`src/rtl/core/tcw_pkg.sv`:
```
// Shared constants, types and helpers of the text console writer.
package tcw_pkg;

  localparam int COLUMNS    = 80;
  localparam int ROWS       = 25;
  localparam int TAB_WIDTH  = 8;
  localparam int CELL_COUNT = ROWS * COLUMNS;
  localparam int COPY_CELLS = (ROWS - 1) * COLUMNS;

  localparam int COL_W   = 7;
  localparam int ROW_W   = 5;
  localparam int ADDR_W  = $clog2(CELL_COUNT);
  localparam int CELL_W  = 16;
  localparam int CHAR_W  = 8;
  localparam int COLOR_W = 4;
  localparam int MODE_W  = 2;
  localparam int CFG_IDX_W  = 1;
  localparam int CFG_DATA_W = COLOR_W;

  localparam logic [MODE_W-1:0] MODE_PUT   = 2'd0;
  localparam logic [MODE_W-1:0] MODE_READ  = 2'd1;
  localparam logic [MODE_W-1:0] MODE_CLEAR = 2'd2;

  localparam logic [CFG_IDX_W-1:0] CFG_FG = 1'b0;
  localparam logic [CFG_IDX_W-1:0] CFG_BG = 1'b1;

  localparam logic [CHAR_W-1:0] CH_BS    = 8'h08;
  localparam logic [CHAR_W-1:0] CH_TAB   = 8'h09;
  localparam logic [CHAR_W-1:0] CH_LF    = 8'h0A;
  localparam logic [CHAR_W-1:0] CH_CR    = 8'h0D;
  localparam logic [CHAR_W-1:0] CH_SPACE = 8'h20;
  localparam logic [CHAR_W-1:0] CH_LAST  = 8'h7F;

  localparam logic [COLOR_W-1:0] FG_RESET = 4'hF;
  localparam logic [COLOR_W-1:0] BG_RESET = 4'h0;
  localparam logic [CELL_W-1:0]  RESET_BLANK = 16'h0F20;

  typedef enum logic [2:0] {
    ST_IDLE,
    ST_EXEC,
    ST_SWEEP,
    ST_DRAIN,
    ST_HOLD
  } state_t;

  typedef struct packed {
    logic             wr_en;
    logic             scroll;
    logic [COL_W-1:0] col;
    logic [ROW_W-1:0] row;
  } cur_upd_t;

  typedef struct packed {
    logic              valid;
    logic [CELL_W-1:0] cell_val;
    logic [COL_W-1:0]  col;
    logic [ROW_W-1:0]  row;
    logic              scrolled;
  } fin_t;

  function automatic logic [CELL_W-1:0] make_cell(input logic [COLOR_W-1:0] bg,
                                                  input logic [COLOR_W-1:0] fg,
                                                  input logic [CHAR_W-1:0]  ch);
    make_cell = {bg, fg, ch};
  endfunction

endpackage

```
`src/rtl/core/tcw_cursor.sv`:
```
// Cursor update for one character byte: control codes, line wrap and scroll detect.
module tcw_cursor import tcw_pkg::*; (
  input  logic [COL_W-1:0]  cur_col,
  input  logic [ROW_W-1:0]  cur_row,
  input  logic [CHAR_W-1:0] char_code,
  output cur_upd_t          upd
);

  localparam logic [COL_W:0] TabStep = (COL_W + 1)'(TAB_WIDTH);

  logic [COL_W:0] col;
  logic [ROW_W:0] row;
  logic           printable;
  logic           scroll;

  always_comb begin
    col       = {1'b0, cur_col};
    row       = {1'b0, cur_row};
    printable = (char_code >= CH_SPACE) && (char_code <= CH_LAST);
    unique case (char_code)
      CH_BS: begin
        if (cur_col != '0) begin
          col = col - 1'b1;
        end
      end
      CH_TAB: begin
        col = col + TabStep - (col % TabStep);
      end
      CH_CR: begin
        col = '0;
      end
      CH_LF: begin
        col = '0;
        row = row + 1'b1;
      end
      default: begin
        if (printable) begin
          col = col + 1'b1;
        end
      end
    endcase
    if (col >= (COL_W + 1)'(COLUMNS)) begin
      col = '0;
      row = row + 1'b1;
    end
    scroll = row >= (ROW_W + 1)'(ROWS);
    if (scroll) begin
      row = (ROW_W + 1)'(ROWS - 1);
    end
  end

  assign upd.wr_en  = printable;
  assign upd.scroll = scroll;
  assign upd.col    = col[COL_W-1:0];
  assign upd.row    = row[ROW_W-1:0];

endmodule

```
`src/rtl/core/tcw_seq.sv`:
```
// Item sequencer: cursor state, cell writes and reads, clear and scroll sweeps.
module tcw_seq import tcw_pkg::*; (
  input  logic               clk,
  input  logic               rst_n,
  input  logic               in_valid,
  output logic               in_stall,
  input  logic [MODE_W-1:0]  in_mode,
  input  logic [CHAR_W-1:0]  in_char_code,
  input  logic [ROW_W-1:0]   in_read_row,
  input  logic [COL_W-1:0]   in_read_col,
  input  logic [COLOR_W-1:0] fg_color,
  input  logic [COLOR_W-1:0] bg_color,
  input  logic               out_free,
  output fin_t               fin,
  output logic               ram_we,
  output logic [ADDR_W-1:0]  ram_waddr,
  output logic [CELL_W-1:0]  ram_wdata,
  output logic [ADDR_W-1:0]  ram_raddr,
  input  logic [CELL_W-1:0]  ram_rdata
);

  localparam logic [ADDR_W-1:0] LastAddr = ADDR_W'(CELL_COUNT - 1);
  localparam logic [ADDR_W-1:0] CopyEnd  = ADDR_W'(COPY_CELLS);
  localparam logic [ADDR_W-1:0] RowStep  = ADDR_W'(COLUMNS);

  state_t state_r, state_nxt;

  logic [COL_W-1:0]  cur_col_r, cur_col_nxt;
  logic [ROW_W-1:0]  cur_row_r, cur_row_nxt;
  logic [MODE_W-1:0] mode_r, mode_nxt;
  logic [CHAR_W-1:0] char_r, char_nxt;
  logic              rd_ok_r, rd_ok_nxt;
  logic [ADDR_W-1:0] ptr_r, ptr_nxt;
  logic [ADDR_W-1:0] dst_r, dst_nxt;
  logic              pend_r, pend_nxt;
  logic              src_fill_r, src_fill_nxt;
  logic              copy_en_r, copy_en_nxt;
  logic              report_r, report_nxt;
  logic [CELL_W-1:0] fill_r, fill_nxt;
  logic [CELL_W-1:0] res_cell_r, res_cell_nxt;
  logic              scr_r, scr_nxt;

  cur_upd_t          upd;
  logic              start_sweep;
  logic [ADDR_W:0]   in_addr;
  logic [ADDR_W-1:0] cur_addr;

  tcw_cursor u_cursor (
    .cur_col   (cur_col_r),
    .cur_row   (cur_row_r),
    .char_code (char_r),
    .upd       (upd)
  );

  assign in_addr  = (ADDR_W + 1)'(in_read_row) * (ADDR_W + 1)'(COLUMNS)
                  + (ADDR_W + 1)'(in_read_col);
  assign cur_addr = ADDR_W'(cur_row_r) * RowStep + ADDR_W'(cur_col_r);

  assign start_sweep = (state_r == ST_EXEC)
                    && ((mode_r == MODE_CLEAR) || ((mode_r == MODE_PUT) && upd.scroll));

  // next state
  always_comb begin
    state_nxt = state_r;
    unique case (state_r)
      ST_IDLE: begin
        if (in_valid) begin
          state_nxt = ST_EXEC;
        end
      end
      ST_EXEC: begin
        if (start_sweep) begin
          state_nxt = ST_SWEEP;
        end else if (out_free) begin
          state_nxt = ST_IDLE;
        end else begin
          state_nxt = ST_HOLD;
        end
      end
      ST_SWEEP: begin
        if (ptr_r == LastAddr) begin
          state_nxt = ST_DRAIN;
        end
      end
      ST_DRAIN: begin
        if (!report_r || out_free) begin
          state_nxt = ST_IDLE;
        end else begin
          state_nxt = ST_HOLD;
        end
      end
      ST_HOLD: begin
        if (out_free) begin
          state_nxt = ST_IDLE;
        end
      end
      default: begin
        state_nxt = ST_IDLE;
      end
    endcase
  end

  // datapath and outputs
  always_comb begin
    cur_col_nxt  = cur_col_r;
    cur_row_nxt  = cur_row_r;
    mode_nxt     = mode_r;
    char_nxt     = char_r;
    rd_ok_nxt    = rd_ok_r;
    ptr_nxt      = ptr_r;
    dst_nxt      = dst_r;
    pend_nxt     = pend_r;
    src_fill_nxt = src_fill_r;
    copy_en_nxt  = copy_en_r;
    report_nxt   = report_r;
    fill_nxt     = fill_r;
    res_cell_nxt = res_cell_r;
    scr_nxt      = scr_r;
    ram_raddr    = in_addr[ADDR_W-1:0];
    in_stall     = (state_r != ST_IDLE);
    fin.valid    = 1'b0;

    unique case (state_r)
      ST_IDLE: begin
        if (in_valid) begin
          mode_nxt  = in_mode;
          char_nxt  = in_char_code;
          rd_ok_nxt = (in_read_row < ROW_W'(ROWS)) && (in_read_col < COL_W'(COLUMNS));
        end
      end
      ST_EXEC: begin
        res_cell_nxt = ((mode_r == MODE_READ) && rd_ok_r) ? ram_rdata : '0;
        scr_nxt      = 1'b0;
        if (mode_r == MODE_PUT) begin
          cur_col_nxt = upd.col;
          cur_row_nxt = upd.row;
          scr_nxt     = upd.scroll;
        end else if (mode_r == MODE_CLEAR) begin
          cur_col_nxt = '0;
          cur_row_nxt = '0;
        end
        if (start_sweep) begin
          ptr_nxt     = '0;
          copy_en_nxt = (mode_r == MODE_PUT);
          report_nxt  = 1'b1;
          fill_nxt    = make_cell(bg_color, fg_color, CH_SPACE);
        end
        fin.valid = !start_sweep;
      end
      ST_SWEEP: begin
        ram_raddr    = ptr_r + RowStep;
        ptr_nxt      = ptr_r + 1'b1;
        pend_nxt     = 1'b1;
        dst_nxt      = ptr_r;
        src_fill_nxt = !copy_en_r || (ptr_r >= CopyEnd);
      end
      ST_DRAIN: begin
        pend_nxt  = 1'b0;
        fin.valid = report_r;
      end
      ST_HOLD: begin
        fin.valid = 1'b1;
      end
      default: begin
        fin.valid = 1'b0;
      end
    endcase

    fin.cell_val = res_cell_nxt;
    fin.col      = cur_col_nxt;
    fin.row      = cur_row_nxt;
    fin.scrolled = scr_nxt;

    if (pend_r) begin
      ram_we    = 1'b1;
      ram_waddr = dst_r;
      ram_wdata = src_fill_r ? fill_r : ram_rdata;
    end else begin
      ram_we    = (state_r == ST_EXEC) && (mode_r == MODE_PUT) && upd.wr_en;
      ram_waddr = cur_addr;
      ram_wdata = make_cell(bg_color, fg_color, char_r);
    end
  end

  always_ff @(posedge clk) begin
    if (!rst_n) begin
      state_r   <= ST_SWEEP;
      cur_col_r <= '0;
      cur_row_r <= '0;
      ptr_r     <= '0;
      pend_r    <= 1'b0;
      copy_en_r <= 1'b0;
      report_r  <= 1'b0;
      fill_r    <= RESET_BLANK;
    end else begin
      state_r   <= state_nxt;
      cur_col_r <= cur_col_nxt;
      cur_row_r <= cur_row_nxt;
      ptr_r     <= ptr_nxt;
      pend_r    <= pend_nxt;
      copy_en_r <= copy_en_nxt;
      report_r  <= report_nxt;
      fill_r    <= fill_nxt;
    end
  end

  always_ff @(posedge clk) begin
    mode_r     <= mode_nxt;
    char_r     <= char_nxt;
    rd_ok_r    <= rd_ok_nxt;
    dst_r      <= dst_nxt;
    src_fill_r <= src_fill_nxt;
    res_cell_r <= res_cell_nxt;
    scr_r      <= scr_nxt;
  end

endmodule

```
`config.mk`:
```
export PLATFORM = sky130hd
export DESIGN_NAME = tcw_seq
export DESIGN_NICKNAME = d
export VERILOG_FILES = /design/src/rtl/core/tcw_pkg.sv /design/src/rtl/core/tcw_cursor.sv /design/src/rtl/core/tcw_seq.sv
export SDC_FILE = /design/constraint.sdc
export NUM_CORES = 1
export LEC_CHECK = 0
export BUFFER_PORTS_ARGS = -buffer_cell sky130_fd_sc_hd__buf_4
export CORE_AREA = 2 2 102 104
export CTS_CLUSTER_SIZE = 25
export DETAILED_ROUTE_END_ITERATION = 8
export DIE_AREA = 0 0 104 106
export PLACE_DENSITY = 0.8
export SYNTH_ARGS = -nofsm -noshare
export SYNTH_HDL_FRONTEND = slang
export SYNTH_HIERARCHICAL = 1
export SYNTH_SLANG_ARGS = --single-unit
```
`constraint.sdc`:
```
create_clock -name clk -period 6.65 [get_ports clk]
set_input_delay 1.33 -clock clk [delete_from_list [all_inputs] [get_ports clk]]
set_output_delay 1.33 -clock clk [all_outputs]
set_load 0.02 [all_outputs]
```
==> results of run 1 <==
## area by class of cell
class / instances / area [sq um]
clock buffers: 11 / 131.4
clock inverters: 5 / 83.83
inverters: 36 / 135.1
repair buffers: 123 / 923.4
fillers: 871 / 3523
multi-input cells: 482 / 3261
well taps: 136 / 170.2
flip-flops and latches: 77 / 1772
## final timing paths
check | end | slack [ps] | from | depth (start not counted)
setup / recovery | fin[29] | 810 | char_r[0] | 15
hold / removal | fill_r[12] | 460 | fill_r[12] | 2
setup reg to reg | ptr_r[10] | 2280 | char_r[0] | 14
hold reg to reg | fill_r[12] | 460 | fill_r[12] | 2
## cells by family after synthesis
| group | Yosys count | synth area share, % |
|---|---|---|
| adders and majority gates | 40 | 9.914 |
| buffers and inverters | 73 | 5.962 |
| DFF | 77 | 33.11 |
| muxes | 23 | 4.583 |
| AOI/OAI and AO/OA | 157 | 19.43 |
| xor gates and xnor gates | 26 | 4.770 |
| and+or+nand+nor | 236 | 22.24 |
## where the power goes
| part | internal, mW | switching (mW) |
|---|---|---|
| Sequential | 0.485 | 0.00531 |
| Clock | 0.213 | 0.186 |
| Combinational | 0.0485 | 0.0488 |
## cell usage in the layout (no fill, tap or decap), types with 8 or more instances in the layout
master and count:
mux2i_1 14, nand3_1 27, inv_1 35, nor2_1 34, a21oi_1 34, o22ai_1 9, buf_4 123, clkbuf_8 9
and3_1 11, dfxtp_1 54, xnor2_1 14, edfxtp_1 23, nand2_1 89, o21ai_0 40, xor2_1 10, a22o_1 16
ha_1 36, nor3_1 12, and2_1 15, nand2b_1 9, mux2_2 8
## per-layer routing
metal	wire [um]	vias up	part of all wire, %	track usage (%)
met5	0	-	0	0
met4	223	0	1.5	8.494
met3	706	22	4.8	3.740
met2	7598	169	52	47.09
met1	6203	2392	42	30.94
li1	-	2456	-	-
## through the flow
step / hold WS (ps) / instances / utilization [%] / instance area (sq um)
final: 460.1 / 870 / 64.76 / 6476
after global routing: 487.9 / 870 / 64.76 / 6476
after CTS: 461.2 / 870 / 64.76 / 6476
after detailed placement: 450.2 / 854 / 62.61 / 6261
after global placement: 440.2 / 854 / 62.61 / 6261
after floorplan: 406.4 / 632 / - / 5351
## state kept, by name, indices dropped and copies added (netlist names)
signal / cells
res_cell_r: 16
dst_r: 11
ptr_r: 11
char_r: 8
fill_r: 8
cur_col_r: 7
cur_row_r: 5
state_r: 3
mode_r: 2
copy_en_r: 1
pend_r: 1
rd_ok_r: 1
report_r: 1
scr_r: 1
src_fill_r: 1
## worst max-delay path, stage by stage (launching register included)
cell and delay [ps]:
edfxtp_1 540, nor4_4 430, nand2_1 150, mux2_2 320
ha_1 290, xor2_1 190, a2111o_1 400, o211ai_1 150
a21oi_1 130, a21o_1 190, a211o_1 320, mux2_4 310
nor2_1 220, o22ai_1 120, o2bb2ai_1 200, buf_4 180
==> results.txt, run 1 <==
status = complete, no violations
count leader, synth = nand2_1
core area = 10000 sq um
share of layout cells above drive strength 1 = 21.66%
syn avg cell area = 8.467 sq um
number of routed nets with antenna violations = 0
drt first pass iters = 5
total CTS buffers = 9
cell count after synthesis = 632
Hold Buf Count CTS = 0
post-synth cell types = 73
VDD IR-drop max = 0.0001185 V
Root Buffer = clkbuf_8
cell area after synthesis = 5351 sq um
RSZ-0062 raised after global routing = no
dpl ws = 1210 ps
achievable frequency = 0.1713 GHz
min Tclk post-route = 5837 ps
CP max FO = 8
DRT Wirelength = 14,730 um
final count of negative-setup-slack endpoints = 0
post-synth top area share = 20.20%
Top Ports = 120
post-CTS sizing = 0
Leakage = 2.937 nW
post-route setup TNS = 0 ps
Die Y = 106 um
most frequent cells after synthesis = nand2_1 (89), dfxtp_1 (54), o21ai_0 (40), ha_1 (36), inv_1 (35)
Die X = 104 um
Final nets = 819
yosys warns = 6
min-delay worst type = register to register
htree depth = 3
cell taking the most area after synthesis = dfxtp_1
fin crit share = 87.78%
Final Wtd Congestion = 0.9664
wire per inst = 16.93 um
clock skew = 11.89 ps
first-pass GRT wire length = 23,140 um
CTS clk-pin slew, worst paths = 80 ps
Detailed Place HPWL = 11,060 um
DR vias = 5,039
largest net degree at the start of global routing = 34
initial drt markers = 337
vias per cell = 5.792
Synth area leaders = dfxtp_1 (20%), edfxtp_1 (13%), ha_1 (8.4%)
Pwr Total = 0.9869 mW
CTS Buffer Depth = 2
vias in the first global route = 4,808
row cnt = 37
pins over their slew limit = 0
Crit Path Class = register to output pin
Critical Path RT = 5320 ps
maxcap violations = 0
#FFs+latches synth = 77
Layout area overhead = 21.02%
worst setup margin = 812.6 ps
Async S/R FF share, synth = 0%
Post-Syn Nets = 722
Rel. slew slack = 45.48%
Seq/Total Area, Yosys = 33.11%
prevailing post-synth register cell = dfxtp_1
CTS tree = built
worst path arrival time = 4510 ps
Antenna Cells = 0
Overflow after GRT = 0
GRT Total Usage = 25.71%
Hold Vio Cnt, Final = 0
Post-synth EDFFs = 23
crit start category = register
die area = 11,020 sq um
DR DRC count = 0
worst slew pin tran = 817.8 ps
Worst Setup End Kind = output pin
Pwr Density = 152.4 nW/um^2
antenna violations before repair = 0
postcts setup bufs = 0
port buffer count = 119
Starting Density = 53.52%
clk_lat worst skew = 350 ps
TritonCTS Sinks = 77
(Power assumes the default switching activity.)
==> run 2: changes to the inputs <==
==> constraint.sdc (replaced) <==
create_clock -name clk -period 6.65 [get_ports clk]
set_input_delay 1.6625 -clock clk [delete_from_list [all_inputs] [get_ports clk]]
set_output_delay 1.6625 -clock clk [all_outputs]
set_load 0.02 [all_outputs]
==> run 2 against run 1 <==
  * Global-route usage grew 1.1 points
  * Clock power shrank 5.0%
  * Fmax shrank 6.4%
  * Flip-flop and latch count is the same
  * Utilization is essentially flat
  * Total power shrank 2.1%
  * Largest power group unchanged
==> results.txt, run 2 (synthesis gave the netlist of run 1 again) <==
Crit Path Class = register to output pin (unchanged)
final count of negative-setup-slack endpoints = 0 (unchanged)
worst slew pin tran = 838.6 ps (was 817.8 ps)
Hold Vio Cnt, Final = 0 (unchanged)
maxcap violations = 0 (unchanged)
crit start category = register (unchanged)
DR vias = 5,055 (was 5,039)
status = complete, no violations (unchanged)
share of layout cells above drive strength 1 = 21.77% (was 21.66%)
clock skew = 14.03 ps (was 11.89 ps)
drt first pass iters = 5 (unchanged)
number of routed nets with antenna violations = 0 (unchanged)
pins over their slew limit = 0 (unchanged)
Hold Buf Count CTS = 0 (unchanged)
post-CTS sizing = 0 (unchanged)
min-delay worst type = register to register (unchanged)
min Tclk post-route = 6238 ps (was 5837 ps)
clk_lat worst skew = 350 ps (about the same)
Leakage = 2.944 nW (was 2.937 nW)
RSZ-0062 raised after global routing = no (unchanged)
Critical Path RT = 4990 ps (was 5320 ps)
largest net degree at the start of global routing = 34 (unchanged)
commonest non-fill, non-tap cell in the layout = buf_4 (unchanged)
worst path arrival time = 4580 ps (was 4510 ps)
GRT Total Usage = 26.77% (was 25.71%)
most frequent cells in the layout = buf_4 (124), nand2_1 (89), dfxtp_1 (54) (was buf_4 (123), nand2_1 (89), dfxtp_1 (54))
DRT Wirelength = 14,910 um (was 14,730 um)
Layout area overhead = 21.09% (was 21.02%)
Largest Register = res_cell_r (unchanged)
CP max FO = 8 (unchanged)
Post-DP Area = 6269 sq um (was 6261 sq um)
first-pass GRT wire length = 23,920 um (was 23,140 um)
antenna violations before repair = 0 (unchanged)
Final Wtd Congestion = 1.024 (was 0.9664)
CTS tree = built (unchanged)
vias in the first global route = 4,975 (was 4,808)
post-route setup TNS = 0 ps (unchanged)
Rel. slew slack = 44.03% (was 45.48%)
vias per cell = 5.804 (was 5.792)
wire per inst = 17.12 um (was 16.93 um)
die area = 11,020 sq um (unchanged)
max reg flops = 16 (unchanged)
port buffer count = 119 (unchanged)
CTS Buffer Depth = 2 (unchanged)
Die Y = 106 um (unchanged)
row cnt = 37 (unchanged)
TritonCTS Sinks = 77 (unchanged)
initial drt markers = 232 (was 337)
achievable frequency = 0.1603 GHz (was 0.1713 GHz)
Worst Setup End Kind = output pin (unchanged)
postcts setup bufs = 0 (unchanged)
Final Cell Area = 6480 sq um (was 6476 sq um)
DR DRC count = 0 (unchanged)
Root Buffer = clkbuf_8 (unchanged)
Starting Density = 53.52% (unchanged)
htree depth = 3 (unchanged)
Detailed Place HPWL = 11,260 um (was 11,060 um)
VDD IR-drop max = 0.0001001 V (was 0.0001185 V)
Pwr Density = 149.1 nW/um^2 (was 152.4 nW/um^2)
Die X = 104 um (unchanged)
Filler cells = 869 (was 871)
fin crit share = 93.80% (was 87.78%)
CTS clk-pin slew, worst paths = 90 ps (was 80 ps)
Top Ports = 120 (unchanged)
Final nets = 820 (was 819)
core area = 10000 sq um (unchanged)
total CTS buffers = 9 (unchanged)
Antenna Cells = 0 (unchanged)
Overflow after GRT = 0 (unchanged)
biggest regs = res_cell_r x16, dst_r x11, ptr_r x11 (unchanged)
[run 2: cell types whose count changed in the layout (fill, tap and decap cells not counted)]
cell	delta
inv_6	-1
bufinv_16	-1
buf_4	+1
clkinv_4	+2
clkbuf_16	+1
clkinvlp_4	-1
[run 2: metal layers]
| layer | global-route usage, % | wire (um) |
|---|---|---|
| met1 | 31.19 | 6224 |
| met2 | 48.54 | 7671 |
| met3 | 3.679 | 528 |
| met4 | 12.74 | 484 |
| met5 | 0 | 0 |
[run 2: per-stage QoR]
step / setup WS, ps / std cells / utilization (%) / power [mW] / hold WS [ps]
after CTS: 490.6 / 871 / 64.80 / 0.9713 / 466.1
after detailed placement: 948.4 / 855 / 62.69 / 0.5975 / 448.1
final: 412.3 / 871 / 64.80 / 0.9660 / 467.5
after global routing: 163.8 / 871 / 64.80 / 0.9972 / 488.4
after floorplan: 1036 / 632 / - / 0.5485 / 406.4
after global placement: 1023 / 855 / 62.69 / 0.5941 / 440.0
[run 2: worst max-delay path, cell delays in order (launching register included)]
cell	delay [ps]
edfxtp_1	540
nor4_4	440
nand2_1	170
mux2_2	330
ha_1	290
xor2_1	180
a2111o_1	400
o211ai_1	150
a21oi_1	130
a21o_1	190
a211o_1	320
mux2_4	310
nor2_1	220
o22ai_1	130
o2bb2ai_1	230
buf_4	190
[run 2: layout make-up]
class | instances | area (sq um) | area share [%]
clock buffer | 12 | 156.4 | 2.414
sequential | 77 | 1772 | 27.34
tap | 136 | 170.2 | 2.626
clock inverter | 4 | 55.05 | 0.8496
inverter | 36 | 135.1 | 2.085
multi-input combinational | 482 | 3261 | 50.32
timing repair buffer | 124 | 930.9 | 14.37
[run 2: worst paths after layout]
kind | start | end | slack [ps] | cells past startpoint
worst max register to register | char_r[0] | ptr_r[4] | 2180 | 14
worst max-delay path | char_r[0] | fin[29] | 410 | 15
worst min register to register | fill_r[14] | fill_r[14] | 470 | 2
worst min-delay path | fill_r[14] | fill_r[14] | 470 | 2
[run 2: power breakdown]
group / switching, mW / internal [mW] / leakage (nW)
combinational: 0.0486 / 0.0483 / 2.17
sequential: 0.00499 / 0.485 / 0.677
clock: 0.181 / 0.198 / 0.102
==> run 3: changes to the inputs <==
clock period = 6.7 ns   (was 6.65 ns; I/O delays follow)
==> run 3 against run 2 <==
  * Worst setup slack improved by 110 ps
  * Design area fell by 0.41%
  * Sequential power about the same
  * Register-to-register slack better by 90 ps
  * Via count is essentially flat
  * Utilization down 0.26 points
  * Total power down 3.9%
  * Combinational power shrank 1%
  * Routed wire length decreased by 0.97%
  * Flip-flop and latch count unchanged
  * Final cell count did not move
  * Non-clock buffer count did not move
==> results.txt, run 3 (synthesis gave the netlist of run 1 again) <==
met1 GRT Util = 31.86% (was 31.19%)
Final Wtd Congestion = 0.9934 (was 1.024)
Root Buffer = clkbuf_8 (unchanged)
share of layout cells above drive strength 1 = 21.77% (unchanged)
crit path buf inv count = 1 (unchanged)
CTS tree = built (unchanged)
status = complete, no violations (unchanged)
maxcap violations = 0 (unchanged)
Antenna Cells = 0 (unchanged)
final count of negative-setup-slack endpoints = 0 (unchanged)
Worst Setup End Kind = output pin (unchanged)
clk_lat worst skew = 350 ps (about the same)
port buffer count = 119 (unchanged)
clock skew = 13.45 ps (was 14.03 ps)
first-pass GRT wire length = 23,450 um (was 23,920 um)
Die X = 104 um (unchanged)
CTS Buffer Depth = 2 (unchanged)
number of routed nets with antenna violations = 0 (unchanged)
row cnt = 37 (unchanged)
die area = 11,020 sq um (unchanged)
DR DRC count = 0 (unchanged)
Detailed Place HPWL = 10,990 um (was 11,260 um)
Crit path largest cell delay = 530 ps (was 540 ps)
fin crit share = 92.18%
Crit-path slowest cell = edfxtp_1 (unchanged)
placed cells = 855 (unchanged)
Hold Vio Cnt, Final = 0 (unchanged)
total CTS buffers = 9 (unchanged)
commonest non-fill, non-tap cell in the layout = buf_4 (unchanged)
Rel. slew slack = 44.86% (was 44.03%)
drt first pass iters = 5 (unchanged)
Final nets = 820 (unchanged)
Post-DP Area = 6269 sq um (unchanged)
worst path arrival time = 4500 ps (was 4580 ps)
Layout area overhead = 20.60% (was 21.09%)
final core occ = 64.54% (was 64.80%)
post-route setup TNS = 0 ps (unchanged)
vias in the first global route = 4,792 (was 4,975)
Hold Buf Count CTS = 0 (unchanged)
Final Cell Area = 6454 sq um (was 6480 sq um)
R2R cell count = 14 (unchanged)
CP endpoint = fin[29] (unchanged)
Die Y = 106 um (unchanged)
postcts setup bufs = 0 (unchanged)
core area = 10000 sq um (unchanged)
routing usage on met2 = 47.74% (was 48.54%)
Worst path depth = 15 (unchanged)
Critical Path RT = 5030 ps (was 4990 ps)
achievable frequency = 0.1619 GHz
Starting Density = 53.52% (unchanged)
initial drt markers = 308 (was 232)
pins over their slew limit = 0 (unchanged)
VDD IR-drop max = 0.00007954 V (was 0.0001001 V)
Pwr Total = 0.9283 mW (was 0.9660 mW)
antenna violations before repair = 0 (unchanged)
Top delay family on crit path = compound AO/OA/AOI/OAI gates (unchanged)
crit start category = register (unchanged)
DR vias = 5,051 (was 5,055)
RR Startpoint = char_r[0] (unchanged)
Reg-to-Reg End = ptr_r[4] (unchanged)
min Tclk post-route = 6176 ps
most frequent cells in the layout = buf_4 (124), nand2_1 (89), dfxtp_1 (54) (unchanged)
Leakage = 2.939 nW (was 2.944 nW)
largest net degree at the start of global routing = 34 (unchanged)
Filler cells = 882 (was 869)
Pwr Density = 143.8 nW/um^2 (was 149.1 nW/um^2)
internal reg-to-reg setup slack = 2270 ps (was 2180 ps)
CP max FO = 8 (unchanged)
htree depth = 3 (unchanged)
FF/Latch Area = 1772 sq um (unchanged)
RSZ-0062 raised after global routing = no (unchanged)
Overflow after GRT = 0 (unchanged)
met3 Use GR = 3.127% (was 3.679%)
GRT busiest layer = met2 (unchanged)
Crit Path Class = register to output pin (unchanged)
min-delay worst type = register to register (unchanged)
post-CTS sizing = 0 (unchanged)
worst slew pin tran = 826.2 ps (was 838.6 ps)
DRT Wirelength = 14,760 um (was 14,910 um)
wire per inst = 16.95 um (was 17.12 um)
worst-path cell chain = nor4_4 > nand2_1 > mux2_2 > ha_1 > xor2_1 > a2111o_1 > o211ai_1 > a21oi_1 > a21o_1 > a211o_1 > mux2_4 > nor2_1 > o22ai_1 > o2bb2ai_1 > buf_4 (unchanged)
TritonCTS Sinks = 77 (unchanged)
CP startpoint = char_r[0] (unchanged)
area of the multi-input gates = 3261 sq um (unchanged)
biggest regs = res_cell_r x16, dst_r x11, ptr_r x11 (unchanged)
GRT Total Usage = 26.12% (was 26.77%)
CTS clk-pin slew, worst paths = 90 ps (about the same)
Non-Filler Instances = 871 (unchanged)
Top Ports = 120 (unchanged)
Largest Register = res_cell_r (unchanged)
max reg flops = 16 (unchanged)
vias per cell = 5.799 (was 5.804)
-- run 3: worst min-delay path by stage --
stage                    start  depth (start not counted)    endpoint
finish                   scr_r                          2       scr_r
global route        fill_r[13]                          2  fill_r[13]
floorplan             ptr_r[6]                          0    dst_r[6]
detailed placement       scr_r                          2       scr_r
CTS                 fill_r[13]                          2  fill_r[13]
global placement         scr_r                          2       scr_r
-- run 3: power by group --
part	internal (mW)	switching (mW)	total, mW
clock network	0.160	0.186	0.345
logic	0.0479	0.0481	0.0960
registers	0.482	0.00521	0.487
-- run 3: layout make-up --
cell class,instances,share of cell area [%]
timing repair buffer,124,14.42
multi-input combinational,482,50.52
clock inverter,4,0.4459
clock buffer,12,2.423
sequential,77,27.45
tap,136,2.637
inverter,36,2.094
-- run 3: metal layers --
metal	vias to the layer above	wire (um)
met5	-	0
met1	2398	6213
met3	25	553
met4	0	290
li1	2464	-
met2	164	7706
-- run 3: worst min-delay path, delay by kind of cell, from the launching register on --
family	cells	cell delay, ps
compound gates	1	60
flops	1	320
simple gates	1	40
-- run 3: through the flow --
| step | hold slack (ps) | worst slack (ps) |
|---|---|---|
| after CTS | 462.6 | 562.8 |
| after global placement | 439.0 | 1066 |
| after global routing | 493.2 | 287.2 |
| after detailed placement | 439.0 | 954.0 |
| after floorplan | 406.4 | 1073 |
| final | 457.6 | 524.0 |
